--- config.mk ---
export PLATFORM = sky130hd
export DESIGN_NAME = ffa_cell
export DESIGN_NICKNAME = d
export VERILOG_FILES = /design/src/sv/ffa_pkg.sv /design/src/sv/ffa_cell.sv
export SDC_FILE = /design/constraint.sdc
export NUM_CORES = 1
export LEC_CHECK = 0
export ABC_AREA = 1
export BUFFER_PORTS_ARGS = -buffer_cell sky130_fd_sc_hd__buf_2
export CORE_ASPECT_RATIO = 0.9
export CORE_UTILIZATION = 30
export DETAILED_ROUTE_END_ITERATION = 8
export GPL_ROUTABILITY_DRIVEN = 0
export PLACE_DENSITY_LB_ADDON = 0.08
export SLEW_MARGIN = 10
export SYNTH_ARGS = -nofsm -noshare
export SYNTH_HDL_FRONTEND = slang
export SYNTH_SLANG_ARGS = --single-unit
--- constraint.sdc ---
create_clock -name i_clk -period 4.65 [get_ports i_clk]
set_clock_uncertainty 0.2 [all_clocks]
set_input_delay 0.465 -clock i_clk [delete_from_list [all_inputs] [get_ports i_clk]]
set_output_delay 0.465 -clock i_clk [all_outputs]
set_load 0.005 [all_outputs]
--- src/sv/ffa_pkg.sv ---
// Shared types and codes for the first-fit extent allocator.
// No dependencies.
package ffa_pkg;

    localparam int OFF_W = 10;
    localparam int LEN_W = 11;

    // pool size the offset and length widths are built for
    localparam int POOL_WORDS = 1024;

    localparam logic [1:0] OP_ALLOC   = 2'd0;
    localparam logic [1:0] OP_REALLOC = 2'd1;
    localparam logic [1:0] OP_FREE    = 2'd2;

    localparam logic [1:0] ST_OK      = 2'd0;
    localparam logic [1:0] ST_NOSPACE = 2'd1;
    localparam logic [1:0] ST_INVALID = 2'd2;
    localparam logic [1:0] ST_FULL    = 2'd3;

    typedef enum logic [1:0] {
        CELL_HOLD   = 2'd0,
        CELL_REMOVE = 2'd1,
        CELL_INSERT = 2'd2,
        CELL_GROW   = 2'd3
    } t_cell_op;

    typedef struct packed {
        t_cell_op               op;
        logic [OFF_W-1:0]       key;
        logic [OFF_W-1:0]       new_begin;
        logic [OFF_W-1:0]       new_end;
        logic [LEN_W-1:0]       size;
        logic [LEN_W-1:0]       live;
    } t_cell_cmd;

endpackage

--- src/sv/ffa_cell.sv ---
// One extent cell: holds begin/end, evaluates its gap and shifts with neighbours.
// Depends on ffa_pkg.
module ffa_cell
    import ffa_pkg::*;
(
    input  logic             i_clk,
    input  t_cell_cmd        i_cmd,
    input  logic             i_valid,
    input  logic             i_valid_next,
    input  logic             i_at_count,
    input  logic             i_left_gt,
    input  logic [OFF_W-1:0] i_left_begin,
    input  logic [OFF_W-1:0] i_left_end,
    input  logic [OFF_W-1:0] i_right_begin,
    input  logic [OFF_W-1:0] i_right_end,
    output logic [OFF_W-1:0] o_begin,
    output logic [LEN_W-1:0] o_start,
    output logic             o_fit,
    output logic             o_match,
    output logic             o_gt,
    output logic             o_lt,
    output logic             o_big,
    output logic             o_room
);

    logic [OFF_W-1:0] r_begin, n_begin;
    logic [OFF_W-1:0] r_end, n_end;
    logic [LEN_W-1:0] lim, start, gap, room, size;

    always_comb begin
        lim   = i_valid_next ? {1'b0, i_right_begin} : i_cmd.live;
        start = {1'b0, r_end} + LEN_W'(1);
        gap   = (lim >= start) ? lim - start : '0;
        room  = (lim >= {1'b0, r_begin}) ? lim - {1'b0, r_begin} : '0;
        size  = {1'b0, r_end} - {1'b0, r_begin} + LEN_W'(1);
    end

    assign o_begin = r_begin;
    assign o_start = start;
    assign o_fit   = i_valid && (gap >= i_cmd.size);
    assign o_match = i_valid && (r_begin == i_cmd.key);
    assign o_gt    = i_valid && (r_begin > i_cmd.key);
    assign o_lt    = i_valid && (r_begin < i_cmd.key);
    assign o_big   = o_match && (size >= i_cmd.size);
    assign o_room  = o_match && (room >= i_cmd.size);

    always_comb begin
        n_begin = r_begin;
        n_end   = r_end;
        case (i_cmd.op)
            CELL_REMOVE: begin
                // every cell at or above the removed one pulls from the right
                if (i_valid && (r_begin >= i_cmd.key)) begin
                    n_begin = i_right_begin;
                    n_end   = i_right_end;
                end
            end
            CELL_INSERT: begin
                if (i_left_gt) begin
                    n_begin = i_left_begin;
                    n_end   = i_left_end;
                end else if (o_gt || i_at_count) begin
                    n_begin = i_cmd.new_begin;
                    n_end   = i_cmd.new_end;
                end
            end
            CELL_GROW: begin
                if (o_match) begin
                    n_end = i_cmd.new_end;
                end
            end
            default: begin
            end
        endcase
    end

    always_ff @(posedge i_clk) begin
        r_begin <= n_begin;
        r_end   <= n_end;
    end

endmodule

==> results of run 1 <==
[logic make-up after synthesis]
family / share of synthesized area [%]
flip-flops: 13.8
adder cells (fa/ha/maj): 26.3
XOR/XNOR: 5.63
AND/OR/NAND/NOR: 28.1
AO/OA/AOI/OAI: 15.8
buffers and inverters: 10.3
[power by group through the flow]
stage	combinational, mW	clock, mW	sequential (mW)
2_1_floorplan	0.665	0	0.242
3_3_place_gp	0.922	0	0.253
3_5_place_dp	0.933	0	0.253
4_1_cts	0.941	0.180	0.249
5_1_grt	1.13	0.189	0.253
6_report	0.987	0.174	0.250
[cell type report]
type	count	area share, %
Timing Repair Buffer	137	13.0
Tap cell	193	4.39
Sequential cell	20	10.9
Multi-Input combinational cell	526	62.9
Inverter	109	7.44
Clock buffer	3	1.36
[sequential cells by signal, indices dropped and copies added (netlist names)]
| register | count |
|---|---|
| o_begin | 10 |
| r_end | 10 |
[synthesized netlist by cell type, types with 2 or more instances]
cell      number
o21a_1         5
nand2_1      146
inv_1        108
o211ai_1      11
xnor2_1        8
fa_1           3
nand3_2        3
o21ai_0       46
a21oi_1       40
a21oi_4        2
nand4_1       11
a21o_1         3
nand3_1       38
o22ai_1        2
ha_1          87
o21ai_1        3
clkbuf_1      11
nor2_1        77
xor2_1        20
o21bai_1       3
nor3_2         2
nor3_1         6
edfxtp_1      20
[per-stage QoR]
step	cells	total power, mW
after global placement	975	1.17
final	988	1.41
after detailed placement	975	1.19
after global routing	988	1.57
after floorplan	665	0.907
after CTS	978	1.37
[worst max-delay path, stage by stage (launching register included)]
cell	delay [ns]
edfxtp_1	0.40
buf_4	0.14
nand3_2	0.10
nor3_4	0.29
xor2_2	0.21
inv_1	0.07
ha_1	0.36
nand2_1	0.13
nor2_1	0.06
nand3_1	0.12
nand3_2	0.15
buf_4	0.18
a21oi_4	0.20
nor2_1	0.07
ha_1	0.29
nand2_1	0.10
o21a_1	0.16
nand3_2	0.10
nor2_4	0.17
nor2_1	0.05
buf_2	0.12
[layout by cell type (no fill, tap or decap), types with 12 or more instances in the layout]
| cell | instances |
|---|---|
| a21oi_1 | 36 |
| buf_2 | 125 |
| buf_4 | 12 |
| edfxtp_1 | 20 |
| ha_1 | 83 |
| inv_1 | 106 |
| nand2_1 | 144 |
| nand3_1 | 34 |
| nor2_1 | 75 |
| o21ai_0 | 45 |
| xor2_1 | 18 |
[metal layers]
layer	GRT usage, %	vias to the layer above	routed length [um]	share of wire [%]
li1	-	2467	-	-
met1	27.7	2272	7460	49
met2	36.0	119	6830	45
met3	3.57	14	608	4.0
met4	4.24	0	248	1.6
met5	0	-	0	0
[worst max path at each step]
stage,end,startpoint,depth (start not counted),slack (ns)
detailed placement,o_fit,r_end[0]$_DFFE_PP_,20,0.23
global placement,o_fit,r_end[0]$_DFFE_PP_,20,0.38
floorplan,o_fit,r_end[0]$_DFFE_PP_,20,0.91
finish,o_fit,r_end[1]$_DFFE_PP_,20,0.24
global route,o_fit,r_end[1]$_DFFE_PP_,21,0.003
CTS,o_fit,r_end[0]$_DFFE_PP_,20,0.02
[what timing repair did]
action	4_1_cts	5_1_grt
pin swaps	0	13
endpoints found under the hold margin	0	0
buffers inserted	0	9
cloned	0	1
endpoints found under the setup margin	1	1
resized for setup	1	26
==> results.sh, run 1 <==
export IMPL_clockBufferDepth=2
export IMPL_dieArea_mm2=0.0150
export IMPL_crit_arrival_ns=3.74
export IMPL_hold_depth=3
export IMPL_rows=41
export IMPL_coreArea_mm2=0.0141
export IMPL_yosys_top_cells_area="ha_1 (25%), edfxtp_1 (14%), nand2_1 (13%)"
export IMPL_synth_seq_cells=20
export IMPL_fp_dieW_um=129
export IMPL_drt_total_wl_mm=15.2
export IMPL_postRouteAntennaNets=0
export IMPL_grt_pass1_wl_mm=24.1
export IMPL_num_antenna_cells=0
export IMPL_fin_nets=986
export IMPL_route_vias_total=4872
export IMPL_dr_pass1_iters=4
export IMPL_htreeDepth=1
export IMPL_fin_area_mm2=0.00550
export IMPL_placed_area_mm2=0.00521
export IMPL_syn_area_mm2=0.00436
export IMPL_setup_tns_ns=0
export IMPL_outcome="completed"
export IMPL_whs_ns=0.333
export IMPL_path_max_fanout=5
export IMPL_synth_nets=854
export IMPL_drt_iter0_drc=254
export IMPL_power_internal_mw=0.740
export IMPL_min_period_ns=4.41
export IMPL_hold_end="r_end[9]$_DFFE_PP_"
export IMPL_swShare_pct=47.6
export IMPL_peakVddDrop_v=0.000115
export IMPL_overflow=0
export IMPL_avgSynthCellArea_um2=6.56
export IMPL_synthDistinctLibCells=33
export IMPL_rsz0062_at_grt="false"
export IMPL_cts_buffers=3
export IMPL_die_h_um=116
export IMPL_multi_input_area_mm2=0.00346
export IMPL_final_max_slew_viol_count=0
export IMPL_worstSetupPathType="register to output pin"
export IMPL_synth_async_sr_flop_share_pct=0
export IMPL_rrSetupSlack_ns=1.69
export IMPL_setup_viol=0
export IMPL_grt_pass1_vias=4846
export IMPL_cp_data_required_time_ns=3.98
export IMPL_grt_max_degree=24
export IMPL_crit_path_end_kind="output pin"
export IMPL_combPwrFrac_pct=69.9
export IMPL_ys_seq_area_share_pct=13.8
export IMPL_wire_per_inst_um=15.3
export IMPL_ys_flop_type="edfxtp_1"
export IMPL_powerDensity_mw_per_mm2=257
export IMPL_timing_fmax_mhz=227
export IMPL_path_clk_slew_ns=0.05
export IMPL_worst_r2r_cell_count=9
export IMPL_hold_path_class="input port to register"
export IMPL_place_hpwl_mm=13.1
export IMPL_synth_top_cell_area_share_pct=25.0
export IMPL_clock_sinks=20
export IMPL_min_delay_start="i_cmd[31]"
export IMPL_period_share_pct=94.8
export IMPL_yosys_area_top_type="ha_1"
export IMPL_slew_headroom_pct=37.5
export IMPL_grt_usage_pct=21.0
export IMPL_post_route_drc_count=0
export IMPL_tightest_slew_ns=0.935
export IMPL_final_util_pct=39.0
export IMPL_layout_setup_ws_ns=0.242
export IMPL_n_fill_cell=1541
export IMPL_io_buffer_count=125
export IMPL_switchingPower_mw=0.672
export IMPL_layout_drive_gt1_share_pct=21.9
export IMPL_seq_area_um2=601
export IMPL_io_pins=126
export IMPL_pre_cts_slack_ns=0.229
export IMPL_yosysWarnings=0
export IMPL_initial_core_util_pct=30.9
export IMPL_hold_viol=0
export IMPL_p_leak_nw=2.98
export IMPL_antenna_found_initial=0
export IMPL_synth_edff_count=20
export IMPL_hold_buffers=0
export IMPL_cts_root_buf="clkbuf_16"
export IMPL_maxCapViolCount=0
export IMPL_synthCells=665
export IMPL_crit_reg2reg_launch="o_begin[5]$_DFFE_PP_"
export IMPL_power_frac_seq_pct=17.7
export IMPL_start_kind="register"
export IMPL_r2r_end="o_begin[5]$_DFFE_PP_"
export IMPL_vias_per_cell=4.93
export IMPL_clockPowerShare_pct=12.3
export IMPL_tritoncts="built"
export IMPL_area_growth_syn_to_layout_pct=26.2
export IMPL_clock_latency_ns=0.25
(Power assumes the default switching activity.)
==> inputs of run 2 (changes only) <==
--- a/config.mk
+++ b/config.mk
@@ -9,9 +9,10 @@
 export BUFFER_PORTS_ARGS = -buffer_cell sky130_fd_sc_hd__buf_2
 export CORE_ASPECT_RATIO = 0.9
 export CORE_UTILIZATION = 30
+export CTS_CLUSTER_SIZE = 20
 export DETAILED_ROUTE_END_ITERATION = 8
 export GPL_ROUTABILITY_DRIVEN = 0
-export PLACE_DENSITY_LB_ADDON = 0.08
+export PLACE_DENSITY = 0.48
 export SLEW_MARGIN = 10
 export SYNTH_ARGS = -nofsm -noshare
 export SYNTH_HDL_FRONTEND = slang
==> run 2 against run 1 <==
Against the previous run:
- clock-buffer cell count unchanged
- flip-flop and latch count unchanged
- sequential power hardly changed
- critical endpoint unchanged
- register-to-register slack gained 0.18 ns
- cell area decreased by 0.64%
- worst setup slack got worse by 0.057 ns
- wire length decreased by 2.4%
- clock power is 3% lower
- non-clock buffer count unchanged
==> results.sh, run 2 (synthesis results as in run 1) <==
export IMPL_clockBufferDepth=2
export IMPL_tritoncts="built"
export IMPL_initial_core_util_pct=30.9
export IMPL_start_kind="register"
export IMPL_rrSetupSlack_ns=1.87
export IMPL_final_common_cell="nand2_1"
export IMPL_min_period_ns=4.47
export IMPL_peakVddDrop_v=0.000168
export IMPL_coreArea_mm2=0.0141
export IMPL_grt_max_degree=24
export IMPL_hold_depth=3
export IMPL_io_buffer_count=125
export IMPL_cpMostUsedCell="nand3_2"
export IMPL_post_route_drc_count=0
export IMPL_power_frac_seq_pct=17.4
export IMPL_power_internal_mw=0.745
export IMPL_cp_slowest_cell="edfxtp_1"
export IMPL_powerDensity_mw_per_mm2=260
export IMPL_grt_pass1_vias=4537
export IMPL_finalNonFillerCells=988
export IMPL_final_max_slew_viol_count=0
export IMPL_io_pins=126
export IMPL_path_max_fanout=5
export IMPL_die_h_um=116
export IMPL_antenna_found_initial=0
export IMPL_outcome="completed"
export IMPL_swShare_pct=47.7
export IMPL_min_delay_start="i_cmd[25]"
export IMPL_layout_common_cells="nand2_1 (145), buf_2 (125), inv_1 (107)"
export IMPL_path_clk_slew_ns=0.05
export IMPL_grt_usage_pct=19.9
export IMPL_overflow=0
export IMPL_layout_drive_gt1_share_pct=21.9
export IMPL_num_antenna_cells=0
export IMPL_hold_viol=0
export IMPL_cts_buffers=3
export IMPL_postRouteAntennaNets=0
export IMPL_route_vias_total=4706
export IMPL_timing_fmax_mhz=224
export IMPL_whs_ns=0.331
export IMPL_fp_dieW_um=129
export IMPL_fin_nets=986
export IMPL_cp_top_family="simple AND/OR/NAND/NOR gates"
export IMPL_dr_pass1_iters=5
export IMPL_wire_per_inst_um=15.0
export IMPL_setup_viol=0
export IMPL_worst_r2r_cell_count=9
export IMPL_clock_latency_ns=0.25
export IMPL_slew_headroom_pct=45.7
export IMPL_crit_path_end_kind="output pin"
export IMPL_drt_total_wl_mm=14.8
export IMPL_maxCapViolCount=0
export IMPL_drt_iter0_drc=188
export IMPL_crit_buf_inv=2
export IMPL_hold_path_class="input port to register"
export IMPL_clockPowerShare_pct=11.9
export IMPL_r2r_end="r_end[0]$_DFFE_PP_"
export IMPL_layout_setup_ws_ns=0.185
export IMPL_hold_end="r_end[3]$_DFFE_PP_"
export IMPL_critical_path_startpoint="r_end[1]$_DFFE_PP_"
export IMPL_combPwrFrac_pct=70.7
export IMPL_cp_data_required_time_ns=3.98
export IMPL_total_power_mw=1.42
export IMPL_max_stage_delay_ns=0.39
export IMPL_n_fill_cell=1543
export IMPL_tightest_slew_ns=0.812
export IMPL_crit_arrival_ns=3.80
export IMPL_clock_sinks=20
export IMPL_area_growth_syn_to_layout_pct=25.4
export IMPL_vias_per_cell=4.76
export IMPL_grt_pass1_wl_mm=23.2
export IMPL_cts_root_buf="clkbuf_16"
export IMPL_p_leak_nw=2.97
export IMPL_period_share_pct=96.0
export IMPL_cp_cell_sequence="ha_2 -> nand3_2 -> nor3b_2 -> buf_4 -> xnor2_1 -> ha_1 -> nand2_1 -> a21oi_1 -> nor2_1 -> nand3_2 -> a21oi_4 -> nor2_2 -> ha_1 -> a21oi_1 -> o21ai_1 -> nand2_1 -> nand3_2 -> nor2_4 -> nor2_1 -> buf_2"
export IMPL_htreeDepth=1
export IMPL_dp_cells=973
export IMPL_dieArea_mm2=0.0150
export IMPL_switchingPower_mw=0.679
export IMPL_place_hpwl_mm=13.2
export IMPL_worstSetupPathType="register to output pin"
export IMPL_crit_reg2reg_launch="o_begin[5]$_DFFE_PP_"
export IMPL_rows=41
export IMPL_pre_cts_slack_ns=0.277
-- run 2: cell counts in the layout (fill, tap and decap cells not counted) --
No cell type changed its count.
-- run 2: layer usage --
metal | share of wire (%) | vias up | global-route usage [%]
li1 | - | 2467 | -
met4 | 1.2 | 0 | 4.31
met1 | 50 | 2086 | 27.9
met2 | 43 | 141 | 33.0
met5 | 0 | - | 0
met3 | 5.5 | 12 | 2.20
-- run 2: worst min-delay path, stage by stage --
cell      delay [ns]
buf_2           0.08
nand2_1         0.05
o211ai_1        0.07
-- run 2: layout make-up --
type / count / area, um^2 / share of cell area, %
repair buffers: 137 / 716 / 13.1
clock buffers: 3 / 75.1 / 1.37
flip-flops and latches: 20 / 601 / 11.0
well taps: 193 / 241 / 4.42
inverters: 109 / 409 / 7.48
multi-input cells: 526 / 3420 / 62.6
-- run 2: repair_timing --
action,in CTS,in global routing
setup buffers,0,11
hold buffers,0,0
endpoints found under the setup margin,1,1
pin swaps,1,19
resized for setup,1,24
cloned,0,1
-- run 2: worst max-delay path by stage --
stage                  to  slack [ns]  cells after the start
floorplan           o_fit        0.91                     20
global placement    o_fit        0.39                     21
detailed placement  o_fit        0.28                     20
CTS                 o_fit        0.04                     20
global route        o_fit      -0.009                     21
finish              o_fit        0.18                     20
-- run 2: power groups by stage --
stage / registers (mW) / clock network [mW] / logic [mW]
2_1_floorplan: 0.242 / 0 / 0.665
3_3_place_gp: 0.252 / 0 / 0.926
3_5_place_dp: 0.252 / 0 / 0.938
4_1_cts: 0.249 / 0.172 / 0.946
5_1_grt: 0.251 / 0.176 / 1.15
6_report: 0.248 / 0.169 / 1.01
-- run 2: stage by stage --
| stage | TNS, ns | area, um^2 | utilization (%) |
|---|---|---|---|
| floorplan | 0 | 4360 | - |
| global placement | 0 | 5190 | 36.8 |
| detailed placement | 0 | 5190 | 36.8 |
| CTS | 0 | 5270 | 37.4 |
| global route | -0.00868 | 5470 | 38.7 |
| finish | 0 | 5470 | 38.7 |
